### config.mk
export PLATFORM = sky130hd
export DESIGN_NAME = epoch_seconds_to_date
export DESIGN_NICKNAME = d
export VERILOG_FILES = /design/src/design/esd_pkg.sv /design/src/design/epoch_seconds_to_date.sv /design/src/design/esd_serial_div.sv
export SDC_FILE = /design/constraint.sdc
export NUM_CORES = 1
export LEC_CHECK = 0
export ABC_AREA = 0
export BUFFER_PORTS_ARGS = -buffer_cell sky130_fd_sc_hd__buf_2
export CAP_MARGIN = 20
export CORE_ASPECT_RATIO = 1.5
export CORE_UTILIZATION = 25
export CTS_BUF_LIST = sky130_fd_sc_hd__clkbuf_16
export DETAILED_ROUTE_END_ITERATION = 8
export PLACE_DENSITY = 0.46
export RECOVER_POWER = 25
export SETUP_SLACK_MARGIN = 0.4
export SLEW_MARGIN = 0
export SYNTH_ARGS = -nofsm -noshare
export SYNTH_HDL_FRONTEND = slang
export SYNTH_SLANG_ARGS = --single-unit
export TNS_END_PERCENT = 1
### constraint.sdc
create_clock -name clk -period 6.3 [get_ports clk]
set_input_delay 0 -clock clk [delete_from_list [all_inputs] [get_ports clk]]
set_output_delay 0 -clock clk [all_outputs]
set_load 0.02 [all_outputs]
### src/design/esd_pkg.sv
`timescale 1ns / 1ps
// ----------------------------------------------------------------------------
// esd_pkg
// shared constants, types and the month length table for the epoch seconds
// to calendar date converter
// ----------------------------------------------------------------------------
package esd_pkg;

    localparam int unsigned SecWidth     = 32;
    localparam int unsigned RemWidth     = 11;
    localparam int unsigned CntWidth     = 6;
    localparam int unsigned DayWidth     = 16;

    localparam logic [RemWidth-1:0] SecsPerMin   = 11'd60;
    localparam logic [RemWidth-1:0] MinsPerHour  = 11'd60;
    localparam logic [RemWidth-1:0] HoursPerDay  = 11'd24;
    localparam logic [RemWidth-1:0] DaysQuad     = 11'd1461;
    localparam logic [RemWidth-1:0] DaysLeap     = 11'd366;
    localparam logic [RemWidth-1:0] DaysCommon   = 11'd365;

    localparam logic [DayWidth-1:0] DayOf2000    = 16'd10957;
    localparam logic [DayWidth-1:0] DayOf2100    = 16'd47482;

    localparam logic [CntWidth-1:0] StepsSec     = 6'd32;
    localparam logic [CntWidth-1:0] StepsMin     = 6'd27;
    localparam logic [CntWidth-1:0] StepsHour    = 6'd21;
    localparam logic [CntWidth-1:0] StepsQuad    = 6'd16;

    localparam logic [3:0] LastMonth = 4'd11;

    typedef struct packed {
        logic                start;
        logic [RemWidth-1:0] divisor;
        logic [CntWidth-1:0] steps;
    } div_cmd_t;

    function automatic logic [RemWidth-1:0] month_days(input logic [3:0] m, input logic leap);
        logic [RemWidth-1:0] len;
        case (m)
            4'd0, 4'd2, 4'd4, 4'd6, 4'd7, 4'd9, 4'd11: len = 11'd31;
            4'd1:                                       len = leap ? 11'd29 : 11'd28;
            default:                                    len = 11'd30;
        endcase
        return len;
    endfunction

endpackage

### src/design/epoch_seconds_to_date.sv
`timescale 1ns / 1ps
// ----------------------------------------------------------------------------
// epoch_seconds_to_date
// converts a 32-bit count of seconds since 1970-01-01 into time of day and a
// calendar date for the years 2000 to 2099
// ----------------------------------------------------------------------------
// One transaction is converted at a time. A shared one-bit-per-cycle divider
// runs three divisions in turn (32, 27 and 21 quotient bits) for seconds,
// minutes and hours; for dates inside 2000..2099 a fourth (16 quotient bits)
// splits the days into four-year blocks, followed by year steps and then
// month steps. The next input transaction is taken as soon as the result has
// moved into the output register, even while that result is still stalled.
module epoch_seconds_to_date
    import esd_pkg::*;
(
    input  logic                clk,
    input  logic                rst_n,
    input  logic                in_valid,
    output logic                in_stall,
    input  logic [SecWidth-1:0] epoch_seconds,
    output logic                out_valid,
    input  logic                out_stall,
    output logic [6:0]          year_offset,
    output logic [3:0]          month_number,
    output logic [4:0]          day_of_month,
    output logic [4:0]          hour_value,
    output logic [5:0]          minute_value,
    output logic [5:0]          second_value,
    output logic                out_of_range
);

    typedef enum logic [3:0] {
        ST_IDLE,
        ST_DIV_SEC,
        ST_DIV_MIN,
        ST_DIV_HOUR,
        ST_RANGE,
        ST_DIV_QUAD,
        ST_YEAR,
        ST_MONTH,
        ST_DONE
    } state_t;

    state_t              state_reg, state_next;
    div_cmd_t            cmd_reg, cmd_next;
    logic [SecWidth-1:0] dvd_reg, dvd_next;
    logic [5:0]          sec_reg, sec_next;
    logic [5:0]          min_reg, min_next;
    logic [4:0]          hour_reg, hour_next;
    logic [DayWidth-1:0] days_reg, days_next;
    logic [4:0]          quad_reg, quad_next;
    logic [1:0]          yq_reg, yq_next;
    logic [RemWidth-1:0] doy_reg, doy_next;
    logic                leap_reg, leap_next;
    logic [3:0]          mon_reg, mon_next;
    logic                oor_reg, oor_next;
    logic                ovalid_reg, ovalid_next;
    logic [6:0]          oyear_reg, oyear_next;
    logic [3:0]          omon_reg, omon_next;
    logic [4:0]          oday_reg, oday_next;
    logic [4:0]          ohour_reg, ohour_next;
    logic [5:0]          omin_reg, omin_next;
    logic [5:0]          osec_reg, osec_next;
    logic                ooor_reg, ooor_next;

    logic                div_done;
    logic [SecWidth-1:0] div_quo;
    logic [RemWidth-1:0] div_rem;
    logic [DayWidth-1:0] day_rel;
    logic [RemWidth-1:0] mlen;

    esd_serial_div u_div (
        .clk       (clk),
        .rst_n     (rst_n),
        .cmd       (cmd_reg),
        .dividend  (dvd_reg),
        .done      (div_done),
        .quotient  (div_quo),
        .remainder (div_rem)
    );

    always_comb
    begin
        day_rel = days_reg - DayOf2000;
        mlen    = month_days(mon_reg, leap_reg);

        state_next  = state_reg;
        cmd_next    = '0;
        cmd_next.divisor = cmd_reg.divisor;
        cmd_next.steps   = cmd_reg.steps;
        dvd_next    = dvd_reg;
        sec_next    = sec_reg;
        min_next    = min_reg;
        hour_next   = hour_reg;
        days_next   = days_reg;
        quad_next   = quad_reg;
        yq_next     = yq_reg;
        doy_next    = doy_reg;
        leap_next   = leap_reg;
        mon_next    = mon_reg;
        oor_next    = oor_reg;
        ovalid_next = ovalid_reg && out_stall;
        oyear_next  = oyear_reg;
        omon_next   = omon_reg;
        oday_next   = oday_reg;
        ohour_next  = ohour_reg;
        omin_next   = omin_reg;
        osec_next   = osec_reg;
        ooor_next   = ooor_reg;

        unique case (state_reg)
            ST_IDLE:
            begin
                if (in_valid)
                begin
                    cmd_next   = '{start: 1'b1, divisor: SecsPerMin, steps: StepsSec};
                    dvd_next   = epoch_seconds;
                    state_next = ST_DIV_SEC;
                end
            end
            ST_DIV_SEC:
            begin
                if (div_done)
                begin
                    sec_next   = div_rem[5:0];
                    cmd_next   = '{start: 1'b1, divisor: MinsPerHour, steps: StepsMin};
                    dvd_next   = {div_quo[26:0], 5'd0};
                    state_next = ST_DIV_MIN;
                end
            end
            ST_DIV_MIN:
            begin
                if (div_done)
                begin
                    min_next   = div_rem[5:0];
                    cmd_next   = '{start: 1'b1, divisor: HoursPerDay, steps: StepsHour};
                    dvd_next   = {div_quo[20:0], 11'd0};
                    state_next = ST_DIV_HOUR;
                end
            end
            ST_DIV_HOUR:
            begin
                if (div_done)
                begin
                    hour_next  = div_rem[4:0];
                    days_next  = div_quo[DayWidth-1:0];
                    state_next = ST_RANGE;
                end
            end
            ST_RANGE:
            begin
                if (days_reg < DayOf2000 || days_reg >= DayOf2100)
                begin
                    oor_next   = 1'b1;
                    state_next = ST_DONE;
                end
                else
                begin
                    oor_next   = 1'b0;
                    cmd_next   = '{start: 1'b1, divisor: DaysQuad, steps: StepsQuad};
                    dvd_next   = {day_rel, 16'd0};
                    state_next = ST_DIV_QUAD;
                end
            end
            ST_DIV_QUAD:
            begin
                if (div_done)
                begin
                    quad_next  = div_quo[4:0];
                    doy_next   = div_rem;
                    yq_next    = 2'd0;
                    state_next = ST_YEAR;
                end
            end
            ST_YEAR:
            begin
                mon_next = 4'd0;
                if (yq_reg == 2'd0)
                begin
                    if (doy_reg < DaysLeap)
                    begin
                        leap_next  = 1'b1;
                        state_next = ST_MONTH;
                    end
                    else
                    begin
                        doy_next = doy_reg - DaysLeap;
                        yq_next  = 2'd1;
                    end
                end
                else if (doy_reg >= DaysCommon)
                begin
                    doy_next = doy_reg - DaysCommon;
                    yq_next  = yq_reg + 2'd1;
                end
                else
                begin
                    leap_next  = 1'b0;
                    state_next = ST_MONTH;
                end
            end
            ST_MONTH:
            begin
                if (doy_reg < mlen || mon_reg == LastMonth)
                begin
                    state_next = ST_DONE;
                end
                else
                begin
                    doy_next = doy_reg - mlen;
                    mon_next = mon_reg + 4'd1;
                end
            end
            ST_DONE:
            begin
                if (!ovalid_reg || !out_stall)
                begin
                    ovalid_next = 1'b1;
                    ohour_next  = hour_reg;
                    omin_next   = min_reg;
                    osec_next   = sec_reg;
                    ooor_next   = oor_reg;
                    if (oor_reg)
                    begin
                        oyear_next = 7'd0;
                        omon_next  = 4'd0;
                        oday_next  = 5'd0;
                    end
                    else
                    begin
                        oyear_next = {quad_reg, yq_reg};
                        omon_next  = mon_reg + 4'd1;
                        oday_next  = doy_reg[4:0] + 5'd1;
                    end
                    state_next = ST_IDLE;
                end
            end
            default:
            begin
                state_next = ST_IDLE;
            end
        endcase
    end

    always_ff @(posedge clk or negedge rst_n)
    begin
        if (!rst_n)
        begin
            state_reg  <= ST_IDLE;
            cmd_reg    <= '0;
            ovalid_reg <= 1'b0;
        end
        else
        begin
            state_reg  <= state_next;
            cmd_reg    <= cmd_next;
            ovalid_reg <= ovalid_next;
        end
    end

    always_ff @(posedge clk)
    begin
        dvd_reg   <= dvd_next;
        sec_reg   <= sec_next;
        min_reg   <= min_next;
        hour_reg  <= hour_next;
        days_reg  <= days_next;
        quad_reg  <= quad_next;
        yq_reg    <= yq_next;
        doy_reg   <= doy_next;
        leap_reg  <= leap_next;
        mon_reg   <= mon_next;
        oor_reg   <= oor_next;
        oyear_reg <= oyear_next;
        omon_reg  <= omon_next;
        oday_reg  <= oday_next;
        ohour_reg <= ohour_next;
        omin_reg  <= omin_next;
        osec_reg  <= osec_next;
        ooor_reg  <= ooor_next;
    end

    assign in_stall     = (state_reg != ST_IDLE);
    assign out_valid    = ovalid_reg;
    assign year_offset  = oyear_reg;
    assign month_number = omon_reg;
    assign day_of_month = oday_reg;
    assign hour_value   = ohour_reg;
    assign minute_value = omin_reg;
    assign second_value = osec_reg;
    assign out_of_range = ooor_reg;

endmodule

### src/design/esd_serial_div.sv
`timescale 1ns / 1ps
// ----------------------------------------------------------------------------
// esd_serial_div
// restoring divider that retires one quotient bit per cycle from a
// left-aligned dividend by a narrow constant divisor
// ----------------------------------------------------------------------------
module esd_serial_div
    import esd_pkg::*;
(
    input  logic                clk,
    input  logic                rst_n,
    input  div_cmd_t            cmd,
    input  logic [SecWidth-1:0] dividend,
    output logic                done,
    output logic [SecWidth-1:0] quotient,
    output logic [RemWidth-1:0] remainder
);

    logic [SecWidth-1:0] num_reg, num_next;
    logic [SecWidth-1:0] quo_reg, quo_next;
    logic [RemWidth-1:0] rem_reg, rem_next;
    logic [RemWidth-1:0] dvs_reg, dvs_next;
    logic [CntWidth-1:0] cnt_reg, cnt_next;
    logic                done_reg, done_next;
    logic [RemWidth:0]   trial;
    logic [RemWidth:0]   diff;
    logic                ge;

    always_comb
    begin
        trial = {rem_reg, num_reg[SecWidth-1]};
        diff  = trial - {1'b0, dvs_reg};
        ge    = (trial >= {1'b0, dvs_reg});

        num_next  = num_reg;
        quo_next  = quo_reg;
        rem_next  = rem_reg;
        dvs_next  = dvs_reg;
        cnt_next  = cnt_reg;
        done_next = 1'b0;

        if (cmd.start)
        begin
            num_next = dividend;
            quo_next = '0;
            rem_next = '0;
            dvs_next = cmd.divisor;
            cnt_next = cmd.steps;
        end
        else if (cnt_reg != '0)
        begin
            num_next  = {num_reg[SecWidth-2:0], 1'b0};
            quo_next  = {quo_reg[SecWidth-2:0], ge};
            rem_next  = ge ? diff[RemWidth-1:0] : trial[RemWidth-1:0];
            cnt_next  = cnt_reg - 1'b1;
            done_next = (cnt_reg == 6'd1);
        end
    end

    always_ff @(posedge clk or negedge rst_n)
    begin
        if (!rst_n)
        begin
            cnt_reg  <= '0;
            done_reg <= 1'b0;
        end
        else
        begin
            cnt_reg  <= cnt_next;
            done_reg <= done_next;
        end
    end

    always_ff @(posedge clk)
    begin
        num_reg <= num_next;
        quo_reg <= quo_next;
        rem_reg <= rem_next;
        dvs_reg <= dvs_next;
    end

    assign done      = done_reg;
    assign quotient  = quo_reg;
    assign remainder = rem_reg;

endmodule

==> results of run 1 <==
## worst reg2reg max path, stage by stage, from the launching register on
cell and delay [ps]:
dfrtp_1 750, inv_1 500, and3_1 870, o21ai_0 320
nand2_1 180, a21o_2 670
## stage by stage
stage               cell area [sq um]  hold WS, ps  utilization (%)
global route                    11900         81.9             30.7
global placement                10800         10.5             27.8
finish                          11900         33.4             30.7
detailed placement              10800         5.91             27.8
CTS                             11900         15.3             30.8
floorplan                        9870         -296                -
## power by group through the flow
stage	sequential, uW	clock (uW)	combinational, uW
2_1_floorplan	2360	0	1500
3_5_place_dp	2570	0	1880
5_1_grt	2600	1520	2100
6_report	2540	1410	1870
4_1_cts	2550	1460	1910
3_3_place_gp	2560	0	1870
## repair_timing
| action | 4_1_cts | 5_1_grt |
|---|---|---|
| gates resized for setup | 0 | 0 |
| endpoints found under the hold margin | 56 | 0 |
| buffers inserted | 0 | 0 |
| hold buffers | 34 | 0 |
## cell type report
cell class              instances  area, sq um  area share, %
well taps                     495          619           5.22
clock inverters                19          165           1.39
clock buffers                  25          626           5.28
multi-input cells             488         3500           29.5
flip-flops and latches        219         6090           51.3
repair buffers                113          721           6.08
inverters                      38          143           1.20
## placed cells by master, fill, tap and decap left out, types with 4 or more instances in the layout
cell type      count
xor2_1            18
mux2i_1            7
a31oi_1            4
xnor2_1           18
o211ai_1           4
clkinv_1           4
a222oi_1          18
and3_1             4
nor2b_1           13
buf_4              8
dfrtp_1           21
nor4_1             4
nor3_1             9
inv_1             47
a211o_1            5
a221o_1            4
ha_1              27
buf_2             43
nand2b_1           4
mux2_2            33
clkbuf_16         25
and2_1             9
o21ai_0           51
nor2_1            43
dlygate4sd3_1     34
a21oi_1           19
edfxtp_1         159
dfxtp_1           38
a22o_1            34
nand2_1           67
clkbuf_1          28
a21o_1             5
o21a_1             5
nand3_1           16
## logic make-up after synthesis
kind of cell / count (synthesis) / share of synthesized area, %
AOI/OAI and AO/OA: 191 / 14.2
and+or+nand+nor: 193 / 9.66
muxes: 40 / 4.47
buffers and inverters: 79 / 3.18
xor gates and xnor gates: 36 / 3.19
DFF: 219 / 61.6
adders and majority gates: 28 / 3.62
## layer usage
metal	global-route usage [%]	vias up	part of all wire, %
li1	-	3167	-
met5	0	-	0
met4	5.26	0	3.4
met3	1.65	41	3.8
met1	13.5	3188	41
met2	22.0	132	52
## worst paths after layout
path | from | to | slack (ps)
worst max-delay path | state_reg[0] | dvd_reg[27] | 2630
worst min register to register | sec_reg[4] | second_value[4] | 420
worst min-delay path | in_valid | cmd_reg[5] | 30
max in group asynchronous | rst_n | cmd_reg[17] | 5220
worst max register to register | state_reg[0] | dvd_reg[27] | 2630
min in group asynchronous | rst_n | cmd_reg[5] | 270
## synth_stat cells, types with 9 or more instances
cell type / instances
a21oi_1: 21
ha_1: 27
mux2_2: 33
xnor2_1: 18
a222oi_1: 18
nand2_1: 67
xor2_1: 18
o21ai_0: 51
and2_1: 9
edfxtp_1: 159
a22o_1: 34
inv_1: 37
nor2b_1: 13
nor3_1: 10
dfrtp_1: 22
dfxtp_1: 38
nor2_1: 43
nand3_1: 16
clkbuf_1: 33
==> impl_metrics.json, run 1 <==
{
  "syn_nets": 850,
  "maxCapViolations": 0,
  "cts_max_level": 1,
  "postRouteAntennaNets": 0,
  "min_path_cells": 3,
  "dr.pass1.iters": 7,
  "grt-ovfl-total": 0,
  "synthTopCellsByArea": "edfxtp_1 (48%), dfxtp_1 (7.7%), dfrtp_1 (5.6%)",
  "start_kind": "register",
  "routed-via-count": 6528,
  "final_max_slew_viol_count": 0,
  "max_slew_margin_pct": 19.0,
  "clk_transition_reported_paths_ps": 60,
  "fin_skew_ps": 24.4,
  "syn_inst": 786,
  "crit_buf_inv": 1,
  "antenna_cells": 0,
  "boundaryPins": 72,
  "fmax_ghz": 0.273,
  "syn_area_sq_um": 9870,
  "grt_pass1_wl_mm": 36.9,
  "p_per_area_nw_per_um2": 491,
  "viasPerCell": 4.67,
  "cp.required_ps": 6440,
  "syn_to_final_growth_pct": 20.1,
  "drtIter0Drc": 413,
  "crit_path_end_kind": "register",
  "path_cells": "inv_1 > and3_1 > o21ai_0 > nand2_1 > a21o_2",
  "dieHeight_um": 245,
  "synth-async-reset-ratio_pct": 10.0,
  "setup_viol": 0,
  "reg2regPathDepth": 5,
  "path_delay_family": "simple AND/OR/NAND/NOR gates",
  "routabilityCongestion": 0.802,
  "worst_pin_slew_ps": 1210,
  "clkLatencyLatePin_ps": 540,
  "nets": 948,
  "slowest_delay_ps": 870,
  "die_w_um": 164,
  "drc": 0,
  "hold_viol_final": 0,
  "clkPwrFrac_pct": 24.3,
  "ys_ff_latch": 219,
  "root_buffer": "clkbuf_16",
  "drive_above_1_share_pct": 14.4,
  "setup_ws_ps": 2630,
  "wirelength_mm": 24.0,
  "grt_setup_unrepaired": "false",
  "clk_path_buf_depth": 3,
  "swShare_pct": 35.4,
  "wl_per_cell_um": 17.2,
  "fillers": 3932,
  "worst-setup-path-type": "reg -> reg",
  "syn_area_per_cell_sq_um": 12.6,
  "grt_start_max_net_pins": 45,
  "antenna_found_initial": 0,
  "synth_top_area_share_pct": 48.4,
  "period_share_pct": 58.2,
  "total_power_uw": 5820,
  "grt_use_total_pct": 12.0,
  "crit_fanout": 33,
  "cp.depth": 5,
  "yosys_warnings": 0,
  "slowest_stage": "and3_1",
  "stdcell_count": 1397,
  "tritoncts": "built",
  "cp.arrival_ps": 3810,
  "fin_crit_ps": 3670,
  "finalSetupTns_ps": 0,
  "io_buffers": 71,
  "ir_drop_v": 0.000251,
  "dieArea_sq_um": 40300,
  "synth.distinct_cells": 72,
  "synth_top_area_cell": "edfxtp_1",
  "status": "finished clean",
  "switchingPower_uw": 2060,
  "clock_sinks": 219,
  "ys_seq_area_share_pct": 61.6,
  "cellLeakagePower_uw": 0.00448,
  "p_seq_share_pct": 43.6,
  "dp.cells": 1319,
  "grt_pass1_vias": 6606,
  "synth-main-ff-cell": "edfxtp_1",
  "synth_edf_count": 159,
  "cts_buffers": 24,
  "initial_core_util_pct": 25.5,
  "worstHoldPathType": "in -> reg",
  "pre_cts_ws_ps": 2580,
  "rows": 88,
  "p_int_uw": 3760,
  "dpl.hpwl_mm": 16.0,
  "p_comb_share_pct": 32.2,
  "core_area_sq_um": 38600
}
(Power assumes the default switching activity.)
==> inputs of run 2 (changes only) <==
- clock period: 6.3 -> 3.8 ns (I/O delays scaled with it)
==> impl_metrics.json, run 2 (same netlist as run 1, synthesis figures left out) <==
{
  "drtIter0Drc": 372,
  "antenna_found_initial": 0,
  "grt_pass1_wl_mm": 37.8,
  "cp.arrival_ps": 3240,
  "worst-setup-path-type": "reg -> reg",
  "worstHoldPathType": "in -> reg",
  "grt_setup_unrepaired": "false",
  "stdcell_count": 1401,
  "setup_viol": 0,
  "syn_to_final_growth_pct": 20.1,
  "clk_path_buf_depth": 3,
  "met3_usage_pct": 1.60,
  "hold_viol_final": 0,
  "boundaryPins": 72,
  "clk_transition_reported_paths_ps": 70,
  "cp.required_ps": 3990,
  "switchingPower_uw": 3420,
  "setup_ws_ps": 751,
  "grt_start_max_net_pins": 39,
  "grtUsageMet2_pct": 22.6,
  "core_area_sq_um": 38600,
  "p_int_uw": 6180,
  "grt.busiest_layer": "met2",
  "wl_per_cell_um": 17.1,
  "maxCapViolations": 0,
  "viasPerCell": 4.68,
  "final_cell_mix": "edfxtp_1 (159), nand2_1 (67), o21ai_0 (51)",
  "postRouteAntennaNets": 0,
  "final_area_sq_um": 11900,
  "routabilityCongestion": 0.779,
  "dp.cells": 1323,
  "worst_pin_slew_ps": 1330,
  "status": "finished clean",
  "clock_sinks": 219,
  "drive_above_1_share_pct": 14.9,
  "max_slew_margin_pct": 11.5,
  "final_max_slew_viol_count": 0,
  "crit_path_end_kind": "register",
  "drc": 0,
  "p_per_area_nw_per_um2": 809,
  "fmax_ghz": 0.328,
  "pre_cts_ws_ps": 295,
  "tritoncts": "built",
  "gr-usage-met1_pct": 13.8,
  "clkLatencyLatePin_ps": 530,
  "fin_skew_ps": 18.9,
  "routed-via-count": 6550,
  "fillers": 3928,
  "clkPwrFrac_pct": 23.2,
  "period_share_pct": 80.2,
  "cts_max_level": 1,
  "grt-ovfl-total": 0,
  "die_w_um": 164,
  "placed_cell_area_sq_um": 10800,
  "cts_buffers": 24,
  "root_buffer": "clkbuf_16",
  "p_seq_share_pct": 43.6,
  "wirelength_mm": 24.0,
  "ir_drop_v": 0.000319,
  "dr.pass1.iters": 6,
  "swShare_pct": 35.6,
  "p_comb_share_pct": 33.2,
  "initial_core_util_pct": 25.5,
  "grt_pass1_vias": 6716,
  "dpl.hpwl_mm": 16.0,
  "crit_fanout": 10,
  "whs_ps": 67.4,
  "fin_crit_ps": 3050,
  "cellLeakagePower_uw": 0.00447,
  "grt_use_total_pct": 12.2,
  "rows": 88,
  "finalSetupTns_ps": 0,
  "dieArea_sq_um": 40300,
  "antenna_cells": 0,
  "nets": 952,
  "io_buffers": 71,
  "dieHeight_um": 245,
  "start_kind": "register",
  "layout_commonest_cell": "edfxtp_1"
}
run 2: layer usage:
layer	part of all wire [%]	wire length [um]
met5	0	0
met4	2.8	680
met3	3.8	904
met2	54	12900
met1	39	9470
run 2: layout make-up:
class	instances	area [sq um]	share of cell area, %
timing repair buffer	117	749	6.32
tap	495	619	5.22
multi-input combinational	488	3510	29.6
clock inverter	18	106	0.897
inverter	38	143	1.20
clock buffer	26	651	5.49
sequential	219	6090	51.3
run 2: worst paths after layout:
kind                              from  depth (start not counted)             to  slack [ps]
min reg2reg                hour_reg[4]                          0  hour_value[4]         400
max in group asynchronous        rst_n                          2    cmd_reg[17]        2600
max reg2reg                 mon_reg[0]                         11     doy_reg[4]         750
min                           in_valid                          3     cmd_reg[4]          70
min in group asynchronous        rst_n                          2   state_reg[1]         320
max                         mon_reg[0]                         11     doy_reg[4]         750
run 2: through the flow:
stage               utilization, %  power [uW]
detailed placement            27.9        7450
floorplan                        -        6400
CTS                           30.8        9790
global route                  30.7       10300
global placement              27.9        7420
finish                        30.7        9600
run 2: timing repair:
action	4_1_cts	5_1_grt
resized for setup	1	1
endpoints found under the hold margin	56	0
buffers inserted	0	0
setup endpoints to repair	10	10
hold buffers	34	0
run 2: power groups by stage:
stage / clock network (uW) / registers (uW) / logic (uW)
final: 2230 / 4190 / 3180
after global routing: 2420 / 4290 / 3580
after CTS: 2330 / 4200 / 3250
after detailed placement: 0 / 4250 / 3200
after global placement: 0 / 4230 / 3190
after floorplan: 0 / 3920 / 2490
run 2: worst max-delay path: stages (launching register included):
cell and delay [ps]:
edfxtp_1 480, ha_1 300, o21a_1 200, a21oi_1 110
o22ai_1 130, ha_1 200, nor2b_1 130, o2111ai_1 180
a32o_1 320, a21boi_0 160, o21ai_0 170, nor2_4 340
==> inputs of run 3 (changes only) <==
- PLACE_DENSITY: 0.46 -> 0.47
- clock period: 3.8 -> 2.55 ns (I/O delays scaled with it)
==> impl_metrics.json, run 3 (same netlist as run 1, synthesis figures left out) <==
{
  "rows": 88,
  "wirelength_mm": 24.6,
  "nets": 1001,
  "status": "finished, violations left",
  "grt_pass1_vias": 7015,
  "tritoncts": "built",
  "grt_use_total_pct": 12.4,
  "drive_above_1_share_pct": 22.8,
  "reg2regPathDepth": 12,
  "grt-ovfl-total": 0,
  "p_seq_share_pct": 39.8,
  "hold_viol_final": 0,
  "violations": "setup timing",
  "grt_setup_unrepaired": "true",
  "fin_util_pct": 32.3,
  "min_from": "epoch_seconds[22]",
  "routabilityCongestion": 0.836,
  "cp.required_ps": 2970,
  "fin_skew_ps": 17.6,
  "dpl.hpwl_mm": 16.9,
  "period_share_pct": 106,
  "cp.arrival_ps": 3120,
  "p_int_uw": 9910,
  "swShare_pct": 35.3,
  "crit_fanout": 4,
  "slowest_delay_ps": 410,
  "antenna_cells": 0,
  "min_path_cells": 4,
  "clkLatencyLatePin_ps": 540,
  "drtIter0Drc": 441,
  "stdcell_count": 1450,
  "final_max_slew_viol_count": 0,
  "clk_transition_reported_paths_ps": 60,
  "cellLeakagePower_uw": 0.00473,
  "clkPwrFrac_pct": 23.6,
  "wl_per_cell_um": 17.0,
  "dp.cells": 1368,
  "boundaryPins": 72,
  "routed-via-count": 6793,
  "slowest_stage": "edfxtp_1",
  "switchingPower_uw": 5400,
  "pre_cts_ws_ps": -163,
  "dr.pass1.iters": 5,
  "final_cell_mix": "edfxtp_1 (159), nand2_1 (65), buf_4 (47)",
  "viasPerCell": 4.68,
  "ir_drop_v": 0.000577,
  "p_comb_share_pct": 36.6,
  "p_per_area_nw_per_um2": 1230,
  "core_area_sq_um": 38600,
  "path_cells": "inv_1 > ha_2 > nor4_4 > nand2_1 > inv_1 > ha_1 > nor2b_2 > o2111ai_2 > a32o_2 > o21ai_2 > a211o_1 > o41ai_2",
  "worst-setup-path-type": "reg -> reg",
  "cts_max_level": 1,
  "worstHoldPathType": "in -> reg",
  "finalSetupTns_ps": -1700,
  "max_slew_margin_pct": 44.5,
  "setup_viol": 19,
  "r2r_start": "mon_reg[0]",
  "crit_buf_inv": 2,
  "cts_buffers": 24,
  "io_buffers": 71,
  "path_common_cell": "inv_1",
  "root_buffer": "clkbuf_16",
  "die_w_um": 164,
  "drc": 0,
  "start_kind": "register",
  "dieArea_sq_um": 40300,
  "layout_commonest_cell": "edfxtp_1",
  "total_power_uw": 15300,
  "clk_path_buf_depth": 3,
  "holdPathEnd": "dvd_reg[22]",
  "dieHeight_um": 245,
  "path_delay_family": "compound AO/OA/AOI/OAI gates",
  "worst_pin_slew_ps": 830,
  "crit_path_end_kind": "register",
  "grt_pass1_wl_mm": 38.6,
  "setup_ws_ps": -152,
  "maxCapViolations": 0,
  "worst_r2r_endpoint": "state_reg[0]",
  "syn_to_final_growth_pct": 26.5,
  "clock_sinks": 219,
  "initial_core_util_pct": 25.5,
  "grt_start_max_net_pins": 43,
  "fmax_ghz": 0.370,
  "postRouteAntennaNets": 0,
  "fin_crit_ps": 2700,
  "rrSetupSlack_ps": -150,
  "antenna_found_initial": 0
}
## run 3: cell types whose count changed in the layout (fill, tap and decap cells not counted), sizes merged
cell and delta:
clkbuf +7, bufinv +3, dlygate4sd3 +3, inv -2
buf +37, clkinv +1
## run 3: worst min-delay path, delay by kind of cell
| kind | cells | cell delay, ps |
|---|---|---|
| buffers and inverters | 2 | 610 |
| and+or+nand+nor | 2 | 80 |
## run 3: what timing repair did
action                                  4_1_cts  5_1_grt
cloned                                        0        0
gates resized for setup                       4       38
pin swaps                                     5       24
endpoints found under the hold margin        71        0
buffers inserted                              1        0
hold buffers                                 37        0
endpoints found under the setup margin       81      122
## run 3: worst max path at each step
stage                     from  cells after the start           end
global placement    mon_reg[1]                     11    doy_reg[6]
floorplan           mon_reg[0]                     11    doy_reg[6]
CTS                 mon_reg[0]                     11    doy_reg[6]
detailed placement  mon_reg[0]                     12  state_reg[0]
finish              mon_reg[0]                     12  state_reg[0]
global route        mon_reg[0]                     12  state_reg[2]
## run 3: area by class of cell
type,instances,area [sq um]
fill,3917,26200
timing repair buffer,166,1140
multi-input combinational,488,3690
sequential,219,6090
tap,495,619
clock buffer,24,601
inverter,38,143
clock inverter,20,216
## run 3: per-stage QoR
stage	hold WS (ps)	instance area [sq um]
CTS	227	12400
detailed placement	27.4	11200
floorplan	-296	9920
finish	252	12500
global route	249	12500
global placement	26.9	11200
## run 3: power groups by stage
stage | Clock (uW) | Combinational (uW) | Sequential [uW]
final | 3610 | 5600 | 6100
after global routing | 3890 | 6240 | 6240
after CTS | 3740 | 5600 | 6110
after detailed placement | 0 | 5490 | 6170
after global placement | 0 | 5440 | 6160
after floorplan | 0 | 3770 | 5830
## run 3: metal layers
metal / routed length (um) / up-vias / global-route usage, %
li1: - / 3278 / -
met1: 9640 / 3345 / 13.8
met2: 13300 / 128 / 23.2
met3: 906 / 42 / 1.70
met4: 771 / 0 / 5.23
met5: 0 / - / 0
